$ cat src/sv/acr_pkg.sv
// Shared widths, bundle types and limits for the arc centre block.
package acr_pkg;
   localparam int CoordW   = 24;
   localparam int DiffW    = 25;
   localparam int DdW      = 50;
   localparam int NumW     = 49;
   localparam int QuotW    = 82;
   localparam int DivRemW  = 50;
   localparam int RootW    = 42;
   localparam int SqRemW   = 43;
   localparam int TLoW     = 21;
   localparam int ProdW    = 47;
   localparam int AccW     = 48;
   localparam int CenterW  = 25;
   localparam int QueueAw  = 2;

   typedef struct packed {
      logic                    ok;
      logic                    neg;
      logic signed [DiffW-1:0] sum_x;
      logic signed [DiffW-1:0] sum_y;
      logic signed [DiffW-1:0] dx;
      logic signed [DiffW-1:0] dy;
   } ctx_type;

   typedef struct packed {
      ctx_type         ctx;
      logic [NumW-1:0] n;
      logic [DdW-1:0]  d;
   } job_type;
endpackage

$ cat src/sv/acr_queue.sv
// Short queue of classified jobs between front and back.
module acr_queue (
   input  logic              clock,
   input  logic              reset,
   input  logic              push,
   input  acr_pkg::job_type  push_job,
   output logic              full,
   input  logic              pop,
   output logic              empty,
   output acr_pkg::job_type  head_job
);
   import acr_pkg::*;

   localparam int Depth = 1 << QueueAw;

   job_type            mem_ff [0:Depth-1];
   logic [QueueAw-1:0] wr_ff, wr_in, rd_ff, rd_in;
   logic [QueueAw:0]   cnt_ff, cnt_in;
   logic               do_push, do_pop;

   assign full     = (cnt_ff == (QueueAw+1)'(Depth));
   assign empty    = (cnt_ff == '0);
   assign do_push  = push && !full;
   assign do_pop   = pop && !empty;
   assign head_job = mem_ff[rd_ff];

   always_comb begin
      wr_in  = do_push ? wr_ff + QueueAw'(1) : wr_ff;
      rd_in  = do_pop ? rd_ff + QueueAw'(1) : rd_ff;
      cnt_in = cnt_ff + (QueueAw+1)'(do_push) - (QueueAw+1)'(do_pop);
   end

   always_ff @(posedge clock) begin
      if (reset) begin
         wr_ff  <= '0;
         rd_ff  <= '0;
         cnt_ff <= '0;
      end else begin
         wr_ff  <= wr_in;
         rd_ff  <= rd_in;
         cnt_ff <= cnt_in;
      end
   end

   always_ff @(posedge clock) begin
      if (do_push) begin
         mem_ff[wr_ff] <= push_job;
      end
   end
endmodule

$ cat config.mk
export PLATFORM = sky130hd
export DESIGN_NAME = acr_queue
export DESIGN_NICKNAME = d
export VERILOG_FILES = /design/src/sv/acr_pkg.sv /design/src/sv/acr_queue.sv
export SDC_FILE = /design/constraint.sdc
export NUM_CORES = 1
export LEC_CHECK = 0
export BUFFER_PORTS_ARGS = -buffer_cell sky130_fd_sc_hd__buf_2
export CAP_MARGIN = 20
export CORE_ASPECT_RATIO = 0.75
export CORE_MARGIN = 3
export CORE_UTILIZATION = 40
export CTS_BUF_LIST = sky130_fd_sc_hd__clkbuf_4 sky130_fd_sc_hd__clkbuf_8 sky130_fd_sc_hd__clkbuf_16
export DETAILED_ROUTE_END_ITERATION = 7
export GPL_TIMING_DRIVEN = 0
export PLACE_DENSITY = 0.59
export SLEW_MARGIN = 20
export SYNTH_ARGS = -nofsm -noshare
export SYNTH_HDL_FRONTEND = slang
export SYNTH_SLANG_ARGS = --single-unit
$ cat constraint.sdc
create_clock -name clock -period 7 [get_ports clock]
set_input_delay 0 -clock clock [delete_from_list [all_inputs] [get_ports clock]]
set_output_delay 0 -clock clock [all_outputs]
set_load 0.01 [all_outputs]
Word level (Yosys, flattened, before mapping):

Memories as Yosys holds them, arrays and structs flattened. A register that Yosys moved wholly into a read port is not among the register bits.
Cells that the tools add are included.
Widths: inputs -> output; s select.

* memories kept: 1
* output and inout bits: 203
* input bits: 205
* logic and storage cells: 18
* bits in writable memories: 804
* register bits after elaboration: 7

* equality and inequality tests: 1
* reductions and logical operators: 5
* add/subtract/negate cells: 4
* muxes and demuxes: 4

Memories
* mem_ff: depth 4, width 201, rd ports 1, clocked after memory_dff 1, wr ports 1, line acr_queue.sv:16 `job_type mem_ff [0:Depth-1];`

Operator list (number)
* $add 2x1->2 const B: 2
* $mux 2: 2
* $add 3x1->3: 1
* $eq 3x3->1 const B: 1
* $logic_not 3->1: 1
* $sub 3x1->3: 1
* $logic_and 1x1->1: 2
* $logic_not 1->1: 2
* $mux 1: 2

Logic depth before layout (Yosys ltp):

* depth after elaboration: 5
* gate-level depth with buffers: 10
* mapped depth without buffers: 10

Worst setup path before layout:

Ideal clock, no wire load.

* kind: flip-flop to flip-flop
* from: reg cnt_ff[2]
* to: mem mem_ff[0][0] in the netlist's numbering, enable pin
* slack: 1037 ps
* cell stages (with the launch flop): 4
* required time: 6414 ps
* path buffers: 0
* clock period less this slack: 5963 ps
* library setup time: 586 ps
* arrival: 5377 ps
* cells stage by stage: dfxtp_1 nor3b_1 nor2_1 and2_1

* longest elaborated chain between the ends: 5

RTL lines
* from (decl): line acr_queue.sv:18 `logic [QueueAw:0] cnt_ff, cnt_in;`
* from (signal assigned): line acr_queue.sv:41 `cnt_ff <= cnt_in;`
* $eq 3x3->1: line acr_queue.sv:21 `assign full = (cnt_ff == (QueueAw+1)'(Depth));`
* via full: line acr_queue.sv:7 `output logic full,`
* $logic_not 1->1: line acr_queue.sv:23 `assign do_push = push && !full;`
* $logic_and 1x1->1: line acr_queue.sv:23
* $mux 1: line acr_queue.sv:46 `if (do_push) begin`
* $mux 1 (implied by the code): line acr_queue.sv:47 `mem_ff[wr_ff] <= push_job;`
* to (decl): line acr_queue.sv:16

The timed path passes the listed nets, and every way through them passes these cells.

Worst setup path after layout:

* from: reg cnt_ff[2]
* to: mem mem_ff[2][131] in the netlist's numbering, enable pin

* longest elaborated chain between the ends: 5

RTL lines (line)
* $eq 3x3->1: acr_queue.sv:21
* $logic_not 1->1: acr_queue.sv:23
* $logic_and 1x1->1: acr_queue.sv:23
* $mux 1: acr_queue.sv:46
* $mux 1 (implied by the code): acr_queue.sv:47

Every way passes these cells.

==> flow_summary.toml <==
[power]
power.total_w = 0.0133
ir_drop_v = 0.000234
power.density_nw_per_um2 = 348
power.leakage_nw = 12.9

[clocking]
numCtsBuffers = 80
cts.clk_slew.worst_paths_ns = 0.06
cts_max_level = 3
cts_resized = 0
clk_latency_ns = 0.61
clock_path_buffers = 3
postCtsSetupBuffers = 0
clock_tree.root_cell = "clkbuf_16"
cts_sinks = 813
cts_tree = "yes"
cts_hold_buf = 205

[sta]
fin_tns_setup_ns = 0
worst_slack_ns = 4.25
final_max_slew_viol_count = 0
holdWs_ns = 0.131
max_freq_ghz = 0.364
relSlewSlack = 0.371
finClkSkew_ns = 0.0176
report.final.hold_viol_count = 0
fin_crit_sh = 0.393
setup_violations = 0
rsz0062_at_grt = "no"
tightest_slew_ns = 0.943
fin_crit_ns = 2.75

[critical_path]
critPathMaxFanout = 43
setup.worst_path.class = "reg2reg"
cp.arrival_ns = 3.03
required_ns = 7.28
end_kind = "flop"
start_kind = "flop"

[place]
place_ws_ns = 4.23
dp_hpwl_microns = 38800
dp.cells = 2484
numPortBuffers = 406
place_congestion = 0.709

[synth]
yosysSeqAreaShare = 0.819
netlist.top_cell.by_area = "edfxtp_1"
synth_nets = 1313
synth_warnings = 0
yosys-top-cells-area = "edfxtp_1 81%, mux4_2 15%, buf_12 1.4%"
synthTopCellsByCount = "804 x edfxtp_1, 201 x mux4_2, 21 x buf_12, 19 x buf_2, 9 x dfxtp_1"
synth_edf_count = 804
syn-instance-count = 1101
syn-cell-area_sq_um = 29700
ys.flop_type = "edfxtp_1"
yosysMostFrequentCell = "edfxtp_1"
yosys.area.top_type_share = 0.813
synth-seq-cells = 813
synth_cell_type_count = 25
postSynthAreaPerCell_sq_um = 27.0
ys_async_sr_fraction = 0

[min_path]
hold_class = "in2reg"

[cells_and_area]
fin_nets = 2026
fillers = 5666
syn2layout_area_growth_pct = 28.2
post_route_cells_drive_above_1_share = 0.427
fin_cells = 2841

[run_status]
status = "complete, no violations"

[floorplanning]
core.rowCount = 85
die_h_microns = 242
die_area_sq_um = 77500
die_w_microns = 321
ios = 408
start_util = 0.409
fp.coreArea_sq_um = 72600

[grt]
grt_max_degree = 47
grt.total_usage = 0.159
grt_pass1_vias = 15209
grt_pass1_wl_microns = 93600
grt-ovfl-total = 0
antenna_found_initial = 5

[route]
first_iter_violations = 1016
drc = 0
viasPerCell = 4.94
drt-total-wl_microns = 60700
drt-wirelength-per-cell_microns = 21.4
vias = 14045
ant_nets = 0
drt_pass1_iterations = 4

[run]
drv_cap = 0
-- per-layer routing --
metal,global-route usage,vias up,wire length (microns)
met5,0,-,13
met4,0.0454,2,1390
met3,0.0470,98,4190
met2,0.251,387,29100
met1,0.216,7320,26000
li1,-,6238,-
-- final timing paths --
| kind | from | to | slack [ns] | depth (start not counted) |
|---|---|---|---|---|
| worst max-delay path | cnt_ff[2] | mem_ff[2][131] | 4.25 | 6 |
| worst min register to register | rd_ff[1] | rd_ff[1] | 0.50 | 2 |
| worst max register to register | cnt_ff[2] | mem_ff[2][131] | 4.25 | 6 |
| worst min-delay path | push_job[44] | mem_ff[2][44] | 0.13 | 2 |
-- layout by cell type (no fill, tap or decap), types with 2 or more instances in the layout --
cell type / n
nand2b_1: 2
o21ai_0: 2
edfxtp_1: 804
a21oi_1: 2
or3_1: 2
inv_6: 3
dfxtp_1: 9
clkinv_1: 16
nor2b_1: 2
clkbuf_8: 3
clkinv_2: 11
clkinvlp_4: 2
clkbuf_4: 20
buf_16: 10
buf_12: 31
and2_4: 4
nor2_1: 4
xnor2_1: 2
diode_2: 7
dlygate4sd3_1: 205
clkinv_8: 3
ha_1: 6
inv_1: 8
buf_2: 425
clkbuf_16: 81
clkbuf_1: 4
mux4_2: 201
bufinv_16: 5
-- through the flow --
step,utilization,cell area [sq um]
after global placement,0.453,32900
after floorplan,-,29700
after CTS,0.524,38000
final,0.524,38100
after detailed placement,0.460,33400
after global routing,0.524,38100
-- worst max-delay path, cell delays in order, from the launching register on --
cell and delay [ns]:
dfxtp_1 0.34, nor3b_1 0.19, nor2_1 0.35, and2_4 0.56, buf_12 0.30, buf_12 0.26
buf_16 0.29
-- kinds of logic after synthesis --
group           after synthesis  synth area share
mux                         202             0.153
fa+ha+maj                     7           0.00320
simple gates                 17           0.00316
xor+xnor                      3          0.000885
flops                       813             0.819
buf+inv                      54            0.0195
compound gates                5          0.000927
-- state kept, by name, indices dropped and copies added (netlist names), named ones only --
register,count
mem_ff,804
wr_ff,2
rd_ff,2
cnt_ff,3
-- area by class of cell --
cell class | instances | area (sq um) | area share
Antenna cell | 7 | 17.5 | 0.000460
Multi-Input combinational cell | 234 | 4790 | 0.126
Tap cell | 957 | 1200 | 0.0315
Buffer | 46 | 549 | 0.0144
Clock buffer | 104 | 2220 | 0.0583
Sequential cell | 813 | 24300 | 0.639
Inverter | 8 | 30.0 | 0.000789
Clock inverter | 41 | 375 | 0.00986
Timing Repair Buffer | 631 | 4560 | 0.120
-- power breakdown --
group / total (W) / switching [W] / internal, W
registers: 0.00593 / 0.0000871 / 0.00584
logic: 0.00316 / 0.00158 / 0.00157
clock network: 0.00417 / 0.00174 / 0.00243
Power figures use the tool's default switching activity.
