<file path="src/sv/acr_pkg.sv">
// Shared widths, bundle types and limits for the arc centre block.
package acr_pkg;
   localparam int CoordW   = 24;
   localparam int DiffW    = 25;
   localparam int DdW      = 50;
   localparam int NumW     = 49;
   localparam int QuotW    = 82;
   localparam int DivRemW  = 50;
   localparam int RootW    = 42;
   localparam int SqRemW   = 43;
   localparam int TLoW     = 21;
   localparam int ProdW    = 47;
   localparam int AccW     = 48;
   localparam int CenterW  = 25;
   localparam int QueueAw  = 2;

   typedef struct packed {
      logic                    ok;
      logic                    neg;
      logic signed [DiffW-1:0] sum_x;
      logic signed [DiffW-1:0] sum_y;
      logic signed [DiffW-1:0] dx;
      logic signed [DiffW-1:0] dy;
   } ctx_type;

   typedef struct packed {
      ctx_type         ctx;
      logic [NumW-1:0] n;
      logic [DdW-1:0]  d;
   } job_type;
endpackage

</file>
<file path="src/sv/acr_front.sv">
// Front end: chord, squares and the radius check, one beat per cycle while the queue is not full.
module acr_front (
   input  logic                                  clock,
   input  logic                                  reset,
   input  logic                                  in_valid,
   output logic                                  in_ready,
   input  logic [5*acr_pkg::CoordW-1:0]           in_data,
   input  logic                                  in_cw,
   output logic                                  push,
   input  logic                                  full,
   output acr_pkg::job_type                      job
);
   import acr_pkg::*;

   logic signed [CoordW-1:0] sx, sy, ex, ey, rr;
   logic                     en;

   logic                     s1_valid_ff, s1_valid_in;
   ctx_type                  s1_ctx_ff, s1_ctx_in;
   logic [CoordW-1:0]        s1_rmag_ff, s1_rmag_in;

   logic                     s2_valid_ff;
   ctx_type                  s2_ctx_ff;
   logic [DdW-1:0]           s2_dx2_ff, s2_dx2_in, s2_dy2_ff, s2_dy2_in;
   logic [2*CoordW-1:0]      s2_r2_ff, s2_r2_in;
   logic signed [DdW-1:0]    dx_sq, dy_sq;

   logic [DdW-1:0]           dd, r4;
   logic                     ok;

   assign sx = in_data[CoordW-1:0];
   assign sy = in_data[2*CoordW-1:CoordW];
   assign ex = in_data[3*CoordW-1:2*CoordW];
   assign ey = in_data[4*CoordW-1:3*CoordW];
   assign rr = in_data[5*CoordW-1:4*CoordW];

   assign en       = !s2_valid_ff || !full;
   assign in_ready = en;
   assign push     = s2_valid_ff && !full;

   always_comb begin
      s1_valid_in     = in_valid;
      s1_ctx_in.ok    = 1'b0;
      s1_ctx_in.neg   = in_cw ^ rr[CoordW-1];
      s1_ctx_in.sum_x = DiffW'(sx) + DiffW'(ex);
      s1_ctx_in.sum_y = DiffW'(sy) + DiffW'(ey);
      s1_ctx_in.dx    = DiffW'(ex) - DiffW'(sx);
      s1_ctx_in.dy    = DiffW'(ey) - DiffW'(sy);
      s1_rmag_in      = rr[CoordW-1] ? (~rr + CoordW'(1)) : rr;
   end

   assign dx_sq     = s1_ctx_ff.dx * s1_ctx_ff.dx;
   assign dy_sq     = s1_ctx_ff.dy * s1_ctx_ff.dy;
   assign s2_dx2_in = dx_sq;
   assign s2_dy2_in = dy_sq;
   assign s2_r2_in  = s1_rmag_ff * s1_rmag_ff;

   always_ff @(posedge clock) begin
      if (reset) begin
         s1_valid_ff <= 1'b0;
         s2_valid_ff <= 1'b0;
      end else if (en) begin
         s1_valid_ff <= s1_valid_in;
         s2_valid_ff <= s1_valid_ff;
      end
   end

   always_ff @(posedge clock) begin
      if (en) begin
         s1_ctx_ff  <= s1_ctx_in;
         s1_rmag_ff <= s1_rmag_in;
         s2_ctx_ff  <= s1_ctx_ff;
         s2_dx2_ff  <= s2_dx2_in;
         s2_dy2_ff  <= s2_dy2_in;
         s2_r2_ff   <= s2_r2_in;
      end
   end

   // zero chord or radius short of half the chord: no centre
   assign dd = s2_dx2_ff + s2_dy2_ff;
   assign r4 = {s2_r2_ff, 2'b00};
   assign ok = (dd != '0) && (r4 >= dd);

   always_comb begin
      job        = '0;
      job.ctx    = s2_ctx_ff;
      job.ctx.ok = ok;
      job.d      = dd;
      job.n      = ok ? NumW'(r4 - dd) : '0;
   end
endmodule

</file>
<file path="config.mk">
export PLATFORM = sky130hd
export DESIGN_NAME = acr_front
export DESIGN_NICKNAME = d
export VERILOG_FILES = /design/src/sv/acr_pkg.sv /design/src/sv/acr_front.sv
export SDC_FILE = /design/constraint.sdc
export NUM_CORES = 2
export LEC_CHECK = 0
export BUFFER_PORTS_ARGS = -buffer_cell sky130_fd_sc_hd__buf_4
export CORE_MARGIN = 2
export CORE_UTILIZATION = 39
export CTS_CLUSTER_DIAMETER = 50
export DETAILED_ROUTE_END_ITERATION = 16
export PLACE_DENSITY = 0.65
export SLEW_MARGIN = 5
export SYNTH_ARGS = -nofsm -noshare
export SYNTH_HDL_FRONTEND = slang
export SYNTH_SLANG_ARGS = --single-unit
</file>
<file path="constraint.sdc">
create_clock -name clock -period 15 [get_ports clock]
set_input_delay 2.25 -clock clock [delete_from_list [all_inputs] [get_ports clock]]
set_output_delay 2.25 -clock clock [all_outputs]
set_load 0.1 [all_outputs]
</file>
## Word-level counts from Yosys, hierarchy flattened

Cells that the tools add are included.

- Register bits: 376
- Input port bits: 125
- Output and inout port bits: 203
- Word-level logic and storage cells: 38

- Add/subtract/negate cells: 7
- Multipliers: 3
- $lt $le $gt $ge: 1
- Mux-type cells: 2
- Bitwise operators: 2
- Reductions and logical operators: 6

Operator list:

| operator | number |
|---|---|
| multiplier 25 x 25 -> 50 bit | 2 |
| adder 24 x 24 -> 25 bit | 2 |
| adder 50 bit | 1 |
| greater-or-equal comparator 50 bit | 1 |
| nonzero test 50 bit | 1 |
| subtractor 24 x 24 -> 25 bit | 2 |
| 2-to-1 mux 49 bit | 1 |
| subtractor 49 bit | 1 |
| multiplier 24 x 24 -> 48 bit | 1 |
| adder 24 x 2 -> 24 bit (second input constant) | 1 |
| inverter 24 bit | 1 |
| 2-to-1 mux 23 bit | 1 |
| logical AND 1 bit | 2 |
| zero test 1 bit | 2 |
| logical OR 1 bit | 1 |
| XOR 1 bit | 1 |

## Depth between registers and ports, before layout

- Depth after elaboration: 4
- Mapped depth: 30
- Depth with buffers taken out: 28

## Worst setup path after synthesis

Ideal clock, no wire load.

- Kind: input -> output
- Start point: input port full
- End point: output port in_ready
- Arrival time: 10.505 ns
- Data required time: 12.750 ns
- Path slack: 2.245 ns
- Stages on the path: 1
- Buffers on the path: 0
- Path through: nand2_1

- Cells in the longest elaborated chain, start to end: 2

RTL lines:

| element | RTL line | source |
|---|---|---|
| start, declared | acr_front.sv:10 | `input logic full,` |
| zero test 1 bit | acr_front.sv:37 | `assign en = !s2_valid_ff \|\| !full;` |
| logical OR 1 bit | acr_front.sv:37 |  |
| end, declared | acr_front.sv:6 | `output logic in_ready,` |

No other way between the ends.

==> results.cfg <==
[status]
outcome = finished, final reports clean

[drt]
drt_iter0_markers = 3233
drt-total-wl_um = 209000
vias = 55000
wl_per_cell_um = 18.9
firstDrtPassIters = 5
via_per_inst = 4.97
ant_nets = 0
drcViolationCount = 0

[setup_path]
crit_type = reg -> out
critPathRequiredTime_ns = 12.75
startpoint_type = flop
crit_fanout = 37
crit_arrival_ns = 7.34
cp-end-kind = output port

[place]
gp_congestion = 0.927
port_buffers = 327
dpl.hpwl_um = 173000

[synth]
seq_area_frac_synth = 0.139
yosys_most_used_dff = edfxtp_1
yosysMostFrequentCell = inv_1
synth_edf_count = 365
synth_seq_cells = 367
netlist_top_cells_count = 2209 x inv_1, 1639 x fa_1, 672 x ha_1, 659 x nand2_1, 365 x edfxtp_1
synth_area_leaders = fa_1 42%, edfxtp_1 14%, ha_1 11%
syn_inst = 8114
syn_area_um2 = 79000
synth_area_per_cell_um2 = 9.73
synthArstFlopShare = 0
ys_types = 80
yosys_warnings = 0
synthesis.nets = 10600
yosysTopAreaCellShare = 0.416
synth_top_area_cell = fa_1

[sta]
setup_viol = 0
drv_slew = 0
hold_viol = 0
min_period_over_period = 0.639
worst-slew-pin-transition_ns = 1.22
finalWorstPathRequiredPeriod_ns = 9.59
timing.hold.ws_ns = 0.415
slew-limit-headroom = 0.179
finClkSkew_ns = 0.0743
rsz0062_at_grt = false
fmax_mhz = 104
finalSetupTns_ns = 0

[clock_network]
clockBufferDepth = 3
worst_skew_pair.late_latency_ns = 0.73
h-tree-depth = 2
clk_pin_slew_ns = 0.05
tritoncts = built
ctsHoldBuffers = 0
postCtsSetupBuffers = 0
clock_sinks = 367
cts_buffers = 60
cts_resized = 0
root_buffer = clkbuf_16

[cells_and_area]
n_fill_cell = 19300
regArea_um2 = 11000
drive_gt1_frac = 0.0668
area_growth_pct = 9.76
nets = 10800
multi_input_area_um2 = 58700

[die]
io_pins = 328
coreArea_um2 = 202000
die_width_um = 454
initial_core_util = 0.391
rows = 165
die_area_um2 = 206000
die_h_um = 454

[global_routing]
grtUsageTotal = 0.208
antenna_found_initial = 4
grt_pass1_vias = 60600
grt.overflow.total = 0
grt_max_degree = 151
grt_pass1_wl_um = 334000

[worst_hold_path]
min-delay-path-class = reg -> reg

[job]
drv_cap = 0
==> placed cells by master (no fill, tap or decap), types with 9 or more instances in the layout <==
cell type,netlist,final
xor2_1,96,96
and2_1,358,358
xnor2_1,255,255
or3_1,30,30
nand2_1,659,658
nand3_1,56,56
nand4_1,45,45
o21bai_1,50,50
o21ai_0,135,135
clkbuf_16,0,60
a211oi_1,32,32
a21o_1,146,146
nor3_1,103,103
nor2_1,255,255
a31o_2,9,9
ha_1,672,672
a21oi_1,272,272
o21a_1,44,44
buf_4,5,410
nor3b_1,12,12
a31oi_1,33,32
o31ai_1,15,15
nand2b_1,48,48
bufinv_16,0,10
a211o_1,12,12
a2111oi_0,12,12
and3_1,30,30
nor4b_1,9,9
o211ai_1,14,14
o41ai_1,16,16
a21boi_0,9,9
nor2b_1,75,75
or2_2,21,21
edfxtp_1,365,365
nor4_1,17,17
fa_1,1639,1639
inv_1,2209,2209
==> final cells by class <==
| cell class | count | share of cell area |
|---|---|---|
| Multi-Input combinational cell | 5296 | 0.678 |
| Sequential cell | 367 | 0.127 |
| Inverter | 2209 | 0.0957 |
| Tap cell | 2672 | 0.0386 |
| Timing Repair Buffer | 411 | 0.0358 |
| Clock buffer | 66 | 0.0176 |
| Clock inverter | 47 | 0.00774 |
| Antenna cell | 1 | 0.0000289 |
==> critical path, stage by stage, from the launching register on <==
cell and delay, ns:
edfxtp_1 0.37, ha_1 0.48, nand4_1 0.22, o221ai_1 0.46, nand2_1 0.17, a311oi_1 0.40, a211oi_1 0.17, o21ai_0 0.43
inv_1 0.08, o21ai_0 0.20, xor2_1 0.27, inv_1 0.09, ha_1 0.35, and3_1 0.26, nand2_1 0.08, nor4_1 0.06
a211o_1 0.29, a31oi_1 0.13, o21ai_1 0.16, a311o_1 0.41, a31oi_4 0.46, buf_4 0.53, nor4b_1 0.13, buf_4 0.20
buf_4 0.23
==> cell families (layout without fill, tap and decap cells) <==
family / Yosys count / in the layout / synth area share
AOI/OAI and AO/OA: 873 / 873 / 0.0725
xor gates and xnor gates: 351 / 351 / 0.0389
adders and majority gates: 2311 / 2311 / 0.522
buffers and inverters: 2451 / 2733 / 0.117
DFF: 367 / 367 / 0.139
muxes: 11 / 11 / 0.00146
other: 0 / 1 / 0
and+or+nand+nor: 1750 / 1750 / 0.109
==> stage by stage <==
stage,utilization,std cells,cell area (um2),setup slack [ns]
floorplan,-,8114,79000,2.24
global placement,0.419,11000,84500,6.26
detailed placement,0.419,11000,84500,6.02
CTS,0.430,11100,86700,5.36
global route,0.430,11100,86700,4.78
finish,0.430,11100,86700,5.41
==> registers in the layout (all words and copies together), names as in the netlist <==
| name | flops |
|---|---|
| s1_valid_ff | 1 |
| s2_dx2_ff | 48 |
| s2_dy2_ff | 48 |
| s1_rmag_ff | 24 |
| s2_r2_ff | 47 |
| s2_valid_ff | 1 |
| job | 99 |
| s1_ctx_ff | 99 |
==> final timing paths <==
check                                    start       endpoint  slack, ns  depth (start not counted)
worst min register to register  s1_ctx_ff[100]       job[199]       0.42                          0
worst max register to register   s1_ctx_ff[37]  s2_dx2_ff[48]       5.98                         28
worst max-delay path             s2_dx2_ff[13]        job[91]       5.41                         24
worst min-delay path            s1_ctx_ff[100]       job[199]       0.42                          0
==> layer usage <==
metal / vias to the layer above / global-route usage / wire [um]
li1: 25200 / - / -
met1: 28000 / 0.258 / 82300
met2: 1484 / 0.360 / 104000
met3: 341 / 0.0267 / 11200
met4: 2 / 0.0990 / 12000
met5: - / 0 / 13
Power is not shown: default switching activity piles up to over one toggle a cycle in this logic, so the estimate is an artifact.
